==> config.mk <==
export PLATFORM = sky130hd
export DESIGN_NAME = udp_tx_header_checksum_unit
export DESIGN_NICKNAME = d
export VERILOG_FILES = /design/src/hdl/utx_pkg.sv /design/src/hdl/udp_tx_header_checksum_unit.sv /design/src/hdl/utx_front.sv /design/src/hdl/utx_queue.sv /design/src/hdl/utx_back.sv
export SDC_FILE = /design/constraint.sdc
export NUM_CORES = 1
export LEC_CHECK = 0
export ABC_AREA = 1
export BUFFER_PORTS_ARGS = -buffer_cell sky130_fd_sc_hd__buf_2
export CAP_MARGIN = 5
export CORE_AREA = 2 2 175 177
export CTS_BUF_LIST = sky130_fd_sc_hd__clkbuf_8 sky130_fd_sc_hd__clkbuf_16
export DETAILED_ROUTE_END_ITERATION = 10
export DIE_AREA = 0 0 177 179
export PLACE_DENSITY = 0.79
export SLEW_MARGIN = 30
export SYNTH_ARGS = -nofsm -noshare
export SYNTH_HDL_FRONTEND = slang
export SYNTH_SLANG_ARGS = --single-unit
export TNS_END_PERCENT = 5
==> constraint.sdc <==
create_clock -name clk_i -period 10.3 [get_ports clk_i]
set_clock_uncertainty 0.2 [all_clocks]
set_input_delay 0.515 -clock clk_i [delete_from_list [all_inputs] [get_ports clk_i]]
set_output_delay 0.515 -clock clk_i [all_outputs]
set_load 0.02 [all_outputs]
==> src/hdl/utx_pkg.sv <==
// ----------------------------------------------------------------------------
// utx_pkg: shared types and constants for the UDP transmit checksum unit
// Item formats, queue entry, register indexes and ones-complement helpers.
// ----------------------------------------------------------------------------
package utx_pkg;

  localparam int unsigned MaxPayload  = 65507;
  localparam int unsigned UdpHdrBytes = 8;
  localparam int unsigned IpHdrBytes  = 20;
  localparam int unsigned ProtoUdp    = 17;
  localparam int unsigned CountW      = 17;
  localparam int unsigned QDepth      = 2;
  localparam int unsigned QPtrW       = $clog2(QDepth);
  localparam int unsigned QCntW       = $clog2(QDepth + 1);

  localparam logic [CountW-1:0] CountTop = {CountW{1'b1}};

  typedef enum logic [1:0] {
    CfgSrcAddr  = 2'd0,
    CfgDstAddr  = 2'd1,
    CfgSrcPort  = 2'd2,
    CfgDstPort  = 2'd3
  } cfg_idx_e;

  typedef struct packed {
    logic [7:0] payload_byte;
    logic       byte_valid;
    logic       end_of_datagram;
  } in_item_t;

  typedef struct packed {
    logic [15:0] udp_length;
    logic [15:0] ip_total_length;
    logic [15:0] udp_checksum;
    logic        too_long;
  } out_item_t;

  // One closed datagram handed from the front to the back.
  typedef struct packed {
    logic [15:0]       sum;    // folded sum of all complete words
    logic [15:0]       pad;    // odd trailing byte padded, or zero
    logic [CountW-1:0] count;  // saturating byte count
  } dgram_t;

  typedef struct packed {
    logic full;
    logic not_empty;
  } q_stat_t;

  // Ones-complement add of two 16-bit words.
  function automatic logic [15:0] oc_add(logic [15:0] a, logic [15:0] b);
    logic [16:0] s;
    logic [16:0] f;
    s = {1'b0, a} + {1'b0, b};
    f = {1'b0, s[15:0]} + {16'h0, s[16]};
    return f[15:0];
  endfunction

  // End-around fold of a 19-bit sum down to 16 bits.
  function automatic logic [15:0] fold19(logic [18:0] s);
    logic [16:0] f1;
    logic [16:0] f2;
    f1 = {1'b0, s[15:0]} + {14'h0, s[18:16]};
    f2 = {1'b0, f1[15:0]} + {16'h0, f1[16]};
    return f2[15:0];
  endfunction

endpackage

==> src/hdl/udp_tx_header_checksum_unit.sv <==
// A closed datagram passes through the queue and then the output register.
// Throughput: one item per cycle unless stalled; a new datagram may follow at once.
// The two-entry datagram queue between accumulator and finisher absorbs
// output stalls; input stalls only when the queue is full.
// Reset (rst_ni low, asynchronous) clears registers, sums, counts and queue.
// ----------------------------------------------------------------------------
// udp_tx_header_checksum_unit: UDP length and checksum for outgoing datagrams
// Payload bytes in, one result per datagram with lengths and checksum out.
// ----------------------------------------------------------------------------
module udp_tx_header_checksum_unit (
  input  logic               clk_i,
  input  logic               rst_ni,
  // configuration write port
  input  logic               cfg_we_i,
  input  logic [1:0]         cfg_addr_i,
  input  logic [31:0]        cfg_wdata_i,
  // payload items
  input  logic               in_valid_i,
  output logic               in_stall_o,
  input  utx_pkg::in_item_t  in_item_i,
  // results
  output logic               out_valid_o,
  input  logic               out_stall_i,
  output utx_pkg::out_item_t out_item_o
);
  import utx_pkg::*;

  logic [31:0] src_addr_q, dst_addr_q;
  logic [15:0] src_port_q, dst_port_q;
  logic [15:0] hdr_sum_q;
  logic [18:0] hdr_wide;

  q_stat_t q_stat;
  dgram_t  push_data, head;
  logic    push, pop;

  // Connection registers.
  always_ff @(posedge clk_i or negedge rst_ni) begin
    if (!rst_ni) begin
      src_addr_q <= '0;
      dst_addr_q <= '0;
      src_port_q <= '0;
      dst_port_q <= '0;
    end else if (cfg_we_i) begin
      case (cfg_idx_e'(cfg_addr_i))
        CfgSrcAddr: src_addr_q <= cfg_wdata_i;
        CfgDstAddr: dst_addr_q <= cfg_wdata_i;
        CfgSrcPort: src_port_q <= cfg_wdata_i[15:0];
        CfgDstPort: dst_port_q <= cfg_wdata_i[15:0];
        default: ;
      endcase
    end
  end

  // Fixed part of pseudo-header plus UDP header (everything but the lengths).
  // Registered; config must change only while idle, which the block does not check,
  // so the lag of this register is hidden behind the front and queue.
  assign hdr_wide = {3'b0, src_addr_q[31:16]} + {3'b0, src_addr_q[15:0]}
                  + {3'b0, dst_addr_q[31:16]} + {3'b0, dst_addr_q[15:0]}
                  + 19'(ProtoUdp) + {3'b0, src_port_q} + {3'b0, dst_port_q};

  always_ff @(posedge clk_i or negedge rst_ni) begin
    if (!rst_ni) begin
      hdr_sum_q <= 16'(ProtoUdp);
    end else begin
      hdr_sum_q <= fold19(hdr_wide);
    end
  end

  // Front: accepts bytes, keeps the running sum, closes datagrams.
  utx_front u_front (
    .clk_i       (clk_i),
    .rst_ni      (rst_ni),
    .in_valid_i  (in_valid_i),
    .in_stall_o  (in_stall_o),
    .in_item_i   (in_item_i),
    .q_stat_i    (q_stat),
    .push_o      (push),
    .push_data_o (push_data)
  );

  // Queue of closed datagrams.
  utx_queue u_queue (
    .clk_i       (clk_i),
    .rst_ni      (rst_ni),
    .push_i      (push),
    .push_data_i (push_data),
    .pop_i       (pop),
    .head_o      (head),
    .q_stat_o    (q_stat)
  );

  // Back: header sum, complement and output register.
  utx_back u_back (
    .clk_i       (clk_i),
    .rst_ni      (rst_ni),
    .q_stat_i    (q_stat),
    .head_i      (head),
    .hdr_sum_i   (hdr_sum_q),
    .pop_o       (pop),
    .out_valid_o (out_valid_o),
    .out_stall_i (out_stall_i),
    .out_item_o  (out_item_o)
  );

  // Front never pushes into a full queue.
  a_no_overflow : assert property (@(posedge clk_i) disable iff (!rst_ni)
    push |-> !q_stat.full) else $error("push into full queue");

  // A checksum of zero is always sent as all ones.
  a_cks_nonzero : assert property (@(posedge clk_i) disable iff (!rst_ni)
    out_valid_o |-> out_item_o.udp_checksum != 16'h0000)
    else $error("zero checksum emitted");

  // Overlong payload saturates the UDP length.
  a_sat_len : assert property (@(posedge clk_i) disable iff (!rst_ni)
    out_valid_o && out_item_o.too_long |->
      out_item_o.udp_length == 16'(MaxPayload + UdpHdrBytes))
    else $error("length not saturated");

  // A pop always leaves a valid result in the next cycle.
  a_pop_result : assert property (@(posedge clk_i) disable iff (!rst_ni)
    pop |=> out_valid_o) else $error("popped datagram lost");

endmodule

==> src/hdl/utx_front.sv <==
// ----------------------------------------------------------------------------
// utx_front: payload accumulator
// Pairs bytes into big-endian words, keeps the folded sum and byte count,
// and pushes one entry per datagram into the queue.
// ----------------------------------------------------------------------------
module utx_front (
  input  logic              clk_i,
  input  logic              rst_ni,
  input  logic              in_valid_i,
  output logic              in_stall_o,
  input  utx_pkg::in_item_t in_item_i,
  input  utx_pkg::q_stat_t  q_stat_i,
  output logic              push_o,
  output utx_pkg::dgram_t   push_data_o
);
  import utx_pkg::*;

  logic [15:0]       sum_q, sum_d;
  logic [7:0]        held_q, held_d;
  logic              odd_q, odd_d;
  logic [CountW-1:0] count_q, count_d;
  logic              accept;

  assign in_stall_o = q_stat_i.full;
  assign accept     = in_valid_i && !q_stat_i.full;

  always_comb begin
    sum_d   = sum_q;
    held_d  = held_q;
    odd_d   = odd_q;
    count_d = count_q;
    if (in_item_i.byte_valid) begin
      if (odd_q) begin
        sum_d  = oc_add(sum_q, {held_q, in_item_i.payload_byte});
        odd_d  = 1'b0;
        held_d = 8'h00;
      end else begin
        held_d = in_item_i.payload_byte;
        odd_d  = 1'b1;
      end
      if (count_q != CountTop) begin
        count_d = count_q + CountW'(1);
      end
    end
  end

  assign push_o            = accept && in_item_i.end_of_datagram;
  assign push_data_o.sum   = sum_d;
  assign push_data_o.pad   = odd_d ? {held_d, 8'h00} : 16'h0000;
  assign push_data_o.count = count_d;

  always_ff @(posedge clk_i or negedge rst_ni) begin
    if (!rst_ni) begin
      sum_q   <= '0;
      held_q  <= '0;
      odd_q   <= 1'b0;
      count_q <= '0;
    end else if (accept) begin
      if (in_item_i.end_of_datagram) begin
        sum_q   <= '0;
        held_q  <= '0;
        odd_q   <= 1'b0;
        count_q <= '0;
      end else begin
        sum_q   <= sum_d;
        held_q  <= held_d;
        odd_q   <= odd_d;
        count_q <= count_d;
      end
    end
  end

endmodule

==> src/hdl/utx_queue.sv <==
// ----------------------------------------------------------------------------
// utx_queue: short FIFO between front and back
// Holds closed datagrams so each side can stall on its own.
// ----------------------------------------------------------------------------
module utx_queue (
  input  logic             clk_i,
  input  logic             rst_ni,
  input  logic             push_i,
  input  utx_pkg::dgram_t  push_data_i,
  input  logic             pop_i,
  output utx_pkg::dgram_t  head_o,
  output utx_pkg::q_stat_t q_stat_o
);
  import utx_pkg::*;

  dgram_t            mem_q [QDepth];
  logic [QPtrW-1:0]  wr_ptr_q, rd_ptr_q;
  logic [QCntW-1:0]  cnt_q;
  logic              do_push, do_pop;

  assign q_stat_o.full      = (cnt_q == QCntW'(QDepth));
  assign q_stat_o.not_empty = (cnt_q != '0);
  assign do_push            = push_i && !q_stat_o.full;
  assign do_pop             = pop_i && q_stat_o.not_empty;
  assign head_o             = mem_q[rd_ptr_q];

  always_ff @(posedge clk_i) begin
    if (do_push) begin
      mem_q[wr_ptr_q] <= push_data_i;
    end
  end

  always_ff @(posedge clk_i or negedge rst_ni) begin
    if (!rst_ni) begin
      wr_ptr_q <= '0;
      rd_ptr_q <= '0;
      cnt_q    <= '0;
    end else begin
      if (do_push) begin
        wr_ptr_q <= (wr_ptr_q == QPtrW'(QDepth - 1)) ? '0 : wr_ptr_q + QPtrW'(1);
      end
      if (do_pop) begin
        rd_ptr_q <= (rd_ptr_q == QPtrW'(QDepth - 1)) ? '0 : rd_ptr_q + QPtrW'(1);
      end
      if (do_push && !do_pop) begin
        cnt_q <= cnt_q + QCntW'(1);
      end else if (do_pop && !do_push) begin
        cnt_q <= cnt_q - QCntW'(1);
      end
    end
  end

endmodule

==> src/hdl/utx_back.sv <==
// ----------------------------------------------------------------------------
// utx_back: header finish and result register
// Clamps the length, adds pseudo-header and UDP header, complements.
// ----------------------------------------------------------------------------
module utx_back (
  input  logic               clk_i,
  input  logic               rst_ni,
  input  utx_pkg::q_stat_t   q_stat_i,
  input  utx_pkg::dgram_t    head_i,
  input  logic [15:0]        hdr_sum_i,
  output logic               pop_o,
  output logic               out_valid_o,
  input  logic               out_stall_i,
  output utx_pkg::out_item_t out_item_o
);
  import utx_pkg::*;

  logic        over;
  logic [15:0] plen, ulen, folded, cks;
  logic [18:0] wide;
  out_item_t   res_d, res_q;
  logic        valid_q;

  assign over   = head_i.count > CountW'(MaxPayload);
  assign plen   = over ? 16'(MaxPayload) : head_i.count[15:0];
  assign ulen   = plen + 16'(UdpHdrBytes);
  // Length enters twice: once in the pseudo-header, once in the UDP header.
  assign wide   = {3'b0, head_i.sum} + {3'b0, head_i.pad} + {3'b0, hdr_sum_i}
                + {3'b0, ulen} + {3'b0, ulen};
  assign folded = fold19(wide);
  assign cks    = (~folded == 16'h0000) ? 16'hFFFF : ~folded;

  assign res_d.udp_length      = ulen;
  assign res_d.ip_total_length = ulen + 16'(IpHdrBytes);
  assign res_d.udp_checksum    = cks;
  assign res_d.too_long        = over;

  assign pop_o       = q_stat_i.not_empty && (!valid_q || !out_stall_i);
  assign out_valid_o = valid_q;
  assign out_item_o  = res_q;

  always_ff @(posedge clk_i) begin
    if (pop_o) begin
      res_q <= res_d;
    end
  end

  always_ff @(posedge clk_i or negedge rst_ni) begin
    if (!rst_ni) begin
      valid_q <= 1'b0;
    end else if (pop_o) begin
      valid_q <= 1'b1;
    end else if (!out_stall_i) begin
      valid_q <= 1'b0;
    end
  end

endmodule

==> qor.yml, run 1 <==
outcome: "finished, violations left"
violations: "design-rule violations"
ff_latch_area_mm2: 0.007855
cp_slowest_stage_delay_ns: 0.61
path_class: "reg2reg"
hold_depth: 3
max_freq_mhz: 108.9
netlist.area_leader.share_pct: 21.26
synthTopCellsByArea: "dfrtp_1 21%, edfxtp_1 21%, nand2_1 12%, fa_1 8.9%, inv_1 6.5%"
n_fill_cell: 2368
synth_top_cell_by_area: "dfrtp_1"
cts.clk_slew.worst_paths_ns: 0.06
whs_endpoint: "src_addr_q[27]"
grt_pass1_wl_um: 69890
cap_violations: 0
rows: 64
die-height_um: 179
endpoint_kind: "flip-flop"
ios: 100
cp.required_ns: 10.39
clockRootBuffer: "clkbuf_16"
post-cts-setup-buffers: 0
ys_ff_latch: 288
period_share_pct: 89.12
grt_use_met1_pct: 38.85
period_needed_ns: 9.179
insertion_delay_ns: 0.56
hold_violations: 0
detail_route.vias_per_cell: 5.415
critPathSlowestCell: "dfrtp_1"
cts_tree: "done"
finalSetupViolCount: 0
r2r_cells: 55
antenna_cells: 0
synth_xor_xnor_area_share_pct: 4.395
yosysSeqAreaShare_pct: 42.51
start_kind: "flip-flop"
yosys_warnings: 0
grt_max_degree: 88
grt.overflow.total: 0
rr_startpoint: "u_queue.rd_ptr_q"
synth_top_family_by_area: "simple AND/OR/NAND/NOR gates"
first_global_vias: 14260
die-area_mm2: 0.03168
synthesis.nets: 2373
synthMuxAreaShare_pct: 0.05417
hold_path.class: "in2reg"
gr-max-usage-layer: "met2"
most-common-layout-cells: "597 x nand2_1, 326 x inv_1, 157 x dfrtp_1, 149 x o21ai_0, 139 x nor2_1"
worstPathArrival_ns: 9.27
syn-cell-area_mm2: 0.01848
drc: 1
drt-total-wl_um: 42680
ys_types: 53
holdCritStartpoint: "cfg_wdata_i[27]"
r2r_end: "u_back.out_item_o[10]"
drive_above_1_share_pct: 9.908
startpoint: "u_queue.rd_ptr_q"
track_usage_pct: 27.79
final_common_cell: "nand2_1"
port_buffers: 99
synth-compound-area-share_pct: 7.835
gp_congestion: 0.9080
cts.sinks: 288
r2r_setup_slack_ns: 1.12
path_max_fanout: 35
relSlewSlack_pct: 35.85
area_delta_synth_final_pct: 9.914
rsz0062_at_grt: "no"
drt_pass1_iterations: 8
fp.dieW_um: 177
finalMaxSlewViolations: 0
drtAntennaViolNets: 0
dp_hpwl_um: 32760
start_util_pct: 61.53
syn_avg_cell_area_um2: 8.602
antenna_found_initial: 0
vias: 14440
grt_use_met3_pct: 4.495
final_nets: 2474
drtIter0Drc: 1090
wl_per_cell_um: 16.00
htree_levels: 1
cts_buffer_depth: 3
tightest_slew_ns: 0.9564
timing.setup.tns_ns: 0
multiInputGateArea_mm2: 0.009205
coreArea_mm2: 0.03003
synthCells: 2148
use_met2_pct: 45.56
numCtsBuffers: 29
synth_fa_ha_area_share_pct: 15.25
yosys.area_share.simple_pct: 22.05
## cell usage after synthesis, drive strengths merged
cell	number
nand4	42
o211ai	3
nor4	5
o21a	3
xnor2	26
a22oi	7
nor3	12
or3	1
nand2	614
a31oi	3
nand3	107
o21bai	8
mux2i	1
fa	82
nor2	160
buf	11
inv	332
a21oi	54
o22ai	17
a22o	1
ha	94
or2	3
xor2	65
o41ai	3
nand3b	7
dfrtp	157
o21ai	161
edfxtp	129
clkinv	4
clkbuf	29
dfstp	2
and3	1
nor3b	1
a21o	3
## logic make-up (layout without fill, tap and decap cells)
family                   Yosys count  after routing
flip-flops                       288            288
adder cells (fa/ha/maj)          176            176
AO/OA/AOI/OAI                    263            263
AND/OR/NAND/NOR                  953            953
XOR/XNOR                          91             91
multiplexers                       1              1
buffers and inverters            376            499
## timing repair
action / CTS / global route
endpoints found under the hold margin: 87 / 0
gates resized for setup: 0 / 0
hold buffers: 2 / 0
## worst max-delay path: cells and delay by family (launching register included)
family	cells	cell delay, ns
flip-flops	1	0.61
AND/OR/NAND/NOR	37	4.44
buffers and inverters	6	0.82
AO/OA/AOI/OAI	6	0.79
XOR/XNOR	1	0.18
adder cells (fa/ha/maj)	5	1.84
## per-layer routing
layer  part of all wire (%)  wire length, µm  vias to the layer above
li1                       -                -                     7099
met1                     45            19260                     6868
met2                     46            19750                      410
met3                    6.2             2666                       64
met4                    2.3             1000                        0
met5                      0                0                        -
## stage by stage
step | cells | worst slack, ns | hold slack, ns | area (µm²) | util, %
floorplan | 2148 | 2.734 | 0.01941 | 18480 | -
global placement | 2612 | 1.664 | 0.2704 | 19370 | 64.52
detailed placement | 2612 | 1.241 | 0.2765 | 19390 | 64.57
CTS | 2667 | 1.201 | 0.008483 | 20300 | 67.61
global route | 2667 | 0.1579 | 0.02849 | 20310 | 67.63
finish | 2667 | 1.121 | 0.02508 | 20310 | 67.63
## layout make-up
| type | instances | area share [%] |
|---|---|---|
| Multi-Input combinational cell | 1484 | 45.33 |
| Sequential cell | 288 | 38.68 |
| Inverter | 336 | 6.229 |
| Clock buffer | 32 | 3.777 |
| Timing Repair Buffer | 110 | 2.920 |
| Tap cell | 396 | 2.440 |
| Clock inverter | 21 | 0.6284 |
## worst max-delay path by stage
stage / end / slack [ns] / cells after the start
finish: u_back.out_item_o[10] / 1.12 / 55
floorplan: u_back.out_item_o[14] / 2.73 / 56
global placement: u_back.out_item_o[11] / 1.66 / 56
CTS: u_back.out_item_o[10] / 1.20 / 56
detailed placement: u_back.out_item_o[10] / 1.24 / 56
global route: u_back.out_item_o[10] / 0.16 / 56
## flip-flops by register name, summed over array words and instances (netlist names)
register	cells
u_front.sum_q	16
u_front.held_q	8
u_back.out_valid_o	1
u_queue.cnt_q	2
u_front.odd_q	1
u_queue.wr_ptr_q	1
dst_port_q	16
dst_addr_q	32
src_addr_q	32
u_queue.rd_ptr_q	1
u_front.count_q	17
src_port_q	16
u_back.out_item_o	47
hdr_sum_q	16
u_queue.mem_q	82
Power of run 1 is left out: the tool's default activity adds up to more than one toggle a clock period on the data nets, which glitch-free logic cannot reach.
==> inputs of run 2 (changes only) <==
- CORE_AREA: 2 2 175 177 -> 2 2 184 186
- DIE_AREA: 0 0 177 179 -> 0 0 186 188
- SLEW_MARGIN: 30 -> 20
- SYNTH_HIERARCHICAL: default -> 1
==> qor.yml, run 2 <==
wl_per_cell_um: 14.91
hold_violations: 0
antenna_cells: 0
drive_above_1_share_pct: 11.58
track_usage_pct: 27.35
cts.clk_slew.worst_paths_ns: 0.06
synth_edf_count: 145
n_fill_cell: 2676
coreArea_mm2: 0.03311
outcome: "complete, no violations"
drtAntennaViolNets: 0
post-route-util_pct: 67.63
drt_pass1_iterations: 5
ys_types: 60
finalMaxSlewViolations: 0
synth_common_cells: "738 x nand2_1, 482 x inv_1, 157 x dfrtp_1"
tightest_slew_ns: 1.056
period_share_pct: 90.05
synthCells: 2491
cpMostUsedCell: "nand2_1"
finalSetupViolCount: 0
drc: 0
drt-total-wl_um: 45580
yosysMostFrequentCell: "nand2_1"
die-height_um: 188
largest_reg_flops: 98
htree_levels: 2
post_cts_resized: 0
cts.sinks: 304
cts_buffer_depth: 3
max_freq_mhz: 107.8
detail_route.vias_per_cell: 5.220
regMostFlops: "u_queue/mem_q"
path_max_fanout: 43
cp.required_ns: 10.38
numCtsBuffers: 34
yosys_most_used_dff: "dfrtp_1"
relSlewSlack_pct: 29.49
yosys_warnings: 6
cp_slowest_stage_delay_ns: 0.54
port_buffers: 99
area_delta_synth_final_pct: 9.527
hold_path.class: "in2reg"
cts_tree: "done"
ios: 100
most-common-layout-cells: "738 x nand2_1, 486 x inv_1, 157 x dfrtp_1, 145 x edfxtp_1, 137 x o21ai_0"
async_flop_share_pct: 52.30
ys_ff_latch: 304
synthTopCellsByArea: "edfxtp_1 21%, dfrtp_1 19%, nand2_1 14%, fa_1 9.5%, inv_1 8.8%"
multiInputGateArea_mm2: 0.009942
insertion_delay_ns: 0.54
period_needed_ns: 9.275
syn_avg_cell_area_um2: 8.208
start_util_pct: 61.75
path_class: "reg2reg"
grt.overflow.total: 0
die-area_mm2: 0.03497
drtIter0Drc: 1147
final_common_cell: "nand2_1"
yosysSeqAreaShare_pct: 40.77
endpoint_kind: "flip-flop"
postCtsHoldBufs: 1
syn-cell-area_mm2: 0.02045
timing.setup.tns_ns: 0
netlist.area_leader.share_pct: 21.29
dp_hpwl_um: 34260
gp_congestion: 0.9212
first_global_vias: 15680
start_kind: "flip-flop"
worstPathArrival_ns: 9.36
critPathSlowestCell: "dfrtp_1"
post-cts-setup-buffers: 0
rsz0062_at_grt: "no"
fp.dieW_um: 186
rows: 67
grt_max_degree: 97
vias: 15960
grt_pass1_wl_um: 76040
ff_latch_area_mm2: 0.008335
antenna_found_initial: 0
final_nets: 2816
clockRootBuffer: "clkbuf_16"
synth_top_cell_by_area: "edfxtp_1"
cap_violations: 0
-- run 2: changes by cell type after synthesis, moves of 18 or more --
cell,change
xor2_1,-27
nand3_1,+32
a21oi_1,-18
nand2_2,+32
nand2_1,+141
inv_1,+163
-- run 2: metrics by stage --
step                      cells  hold slack, ns  worst slack [ns]  cell area (µm²)
after floorplan            2498         0.01941             2.420            20470
after global placement     2997          0.2536             1.276            21280
after detailed placement   2997          0.2640             1.046            21280
after CTS                  3057         0.01803             1.022            22380
after global routing       3057         0.04662         0.0009450            22400
final                      3057         0.03484             1.025            22400
-- run 2: per-layer routing --
metal  up-vias  share of wire [%]  GRT usage, %
li1       7913                  -             -
met2       461                 48         45.02
met4         0                2.8         8.510
met1      7492                 44         37.08
met3        91                5.3         4.681
met5         -                  0             0
-- run 2: kinds of logic after synthesis --
| group | count (synthesis) | share of synthesized area [%] |
|---|---|---|
| AOI/OAI and AO/OA | 226 | 6.076 |
| xor gates and xnor gates | 52 | 2.374 |
| adders and majority gates | 181 | 14.64 |
| buffers and inverters | 559 | 10.95 |
| DFF | 304 | 40.77 |
| muxes | 1 | 0.05507 |
| other | 1 | 0.01834 |
| and+or+nand+nor | 1167 | 25.12 |
-- run 2: worst paths after layout --
kind | slack, ns | to | cells past startpoint | start
worst min register to register | 0.28 | u_queue/cnt_q[1] | 2 | u_queue/cnt_q[1]
min in group asynchronous | 0.47 | src_addr_q[14] | 2 | rst_ni
max in group asynchronous | 8.08 | src_addr_q[5] | 3 | rst_ni
worst max-delay path | 1.02 | u_back/out_item_o[2] | 55 | u_queue/rd_ptr_q
worst min-delay path | 0.03 | src_addr_q[27] | 3 | cfg_wdata_i[27]
worst max register to register | 1.02 | u_back/out_item_o[2] | 55 | u_queue/rd_ptr_q
-- run 2: critical path: cells and delay by family, from the launching register on --
family / cells / cell delay [ns]
buffers and inverters: 7 / 1.05
AND/OR/NAND/NOR: 37 / 4.08
flip-flops: 1 / 0.54
adder cells (fa/ha/maj): 5 / 1.73
XOR/XNOR: 1 / 0.18
AO/OA/AOI/OAI: 5 / 1.24
-- run 2: area by class of cell --
cell class                      count  area share (%)
Multi-Input combinational cell   1635           44.39
Sequential cell                   304           37.22
Inverter                          503           8.459
Clock buffer                       36           3.922
Timing Repair Buffer              108           2.553
Tap cell                          448           2.503
Clock inverter                     23          0.9498
Power of run 2 is left out for the same reason.
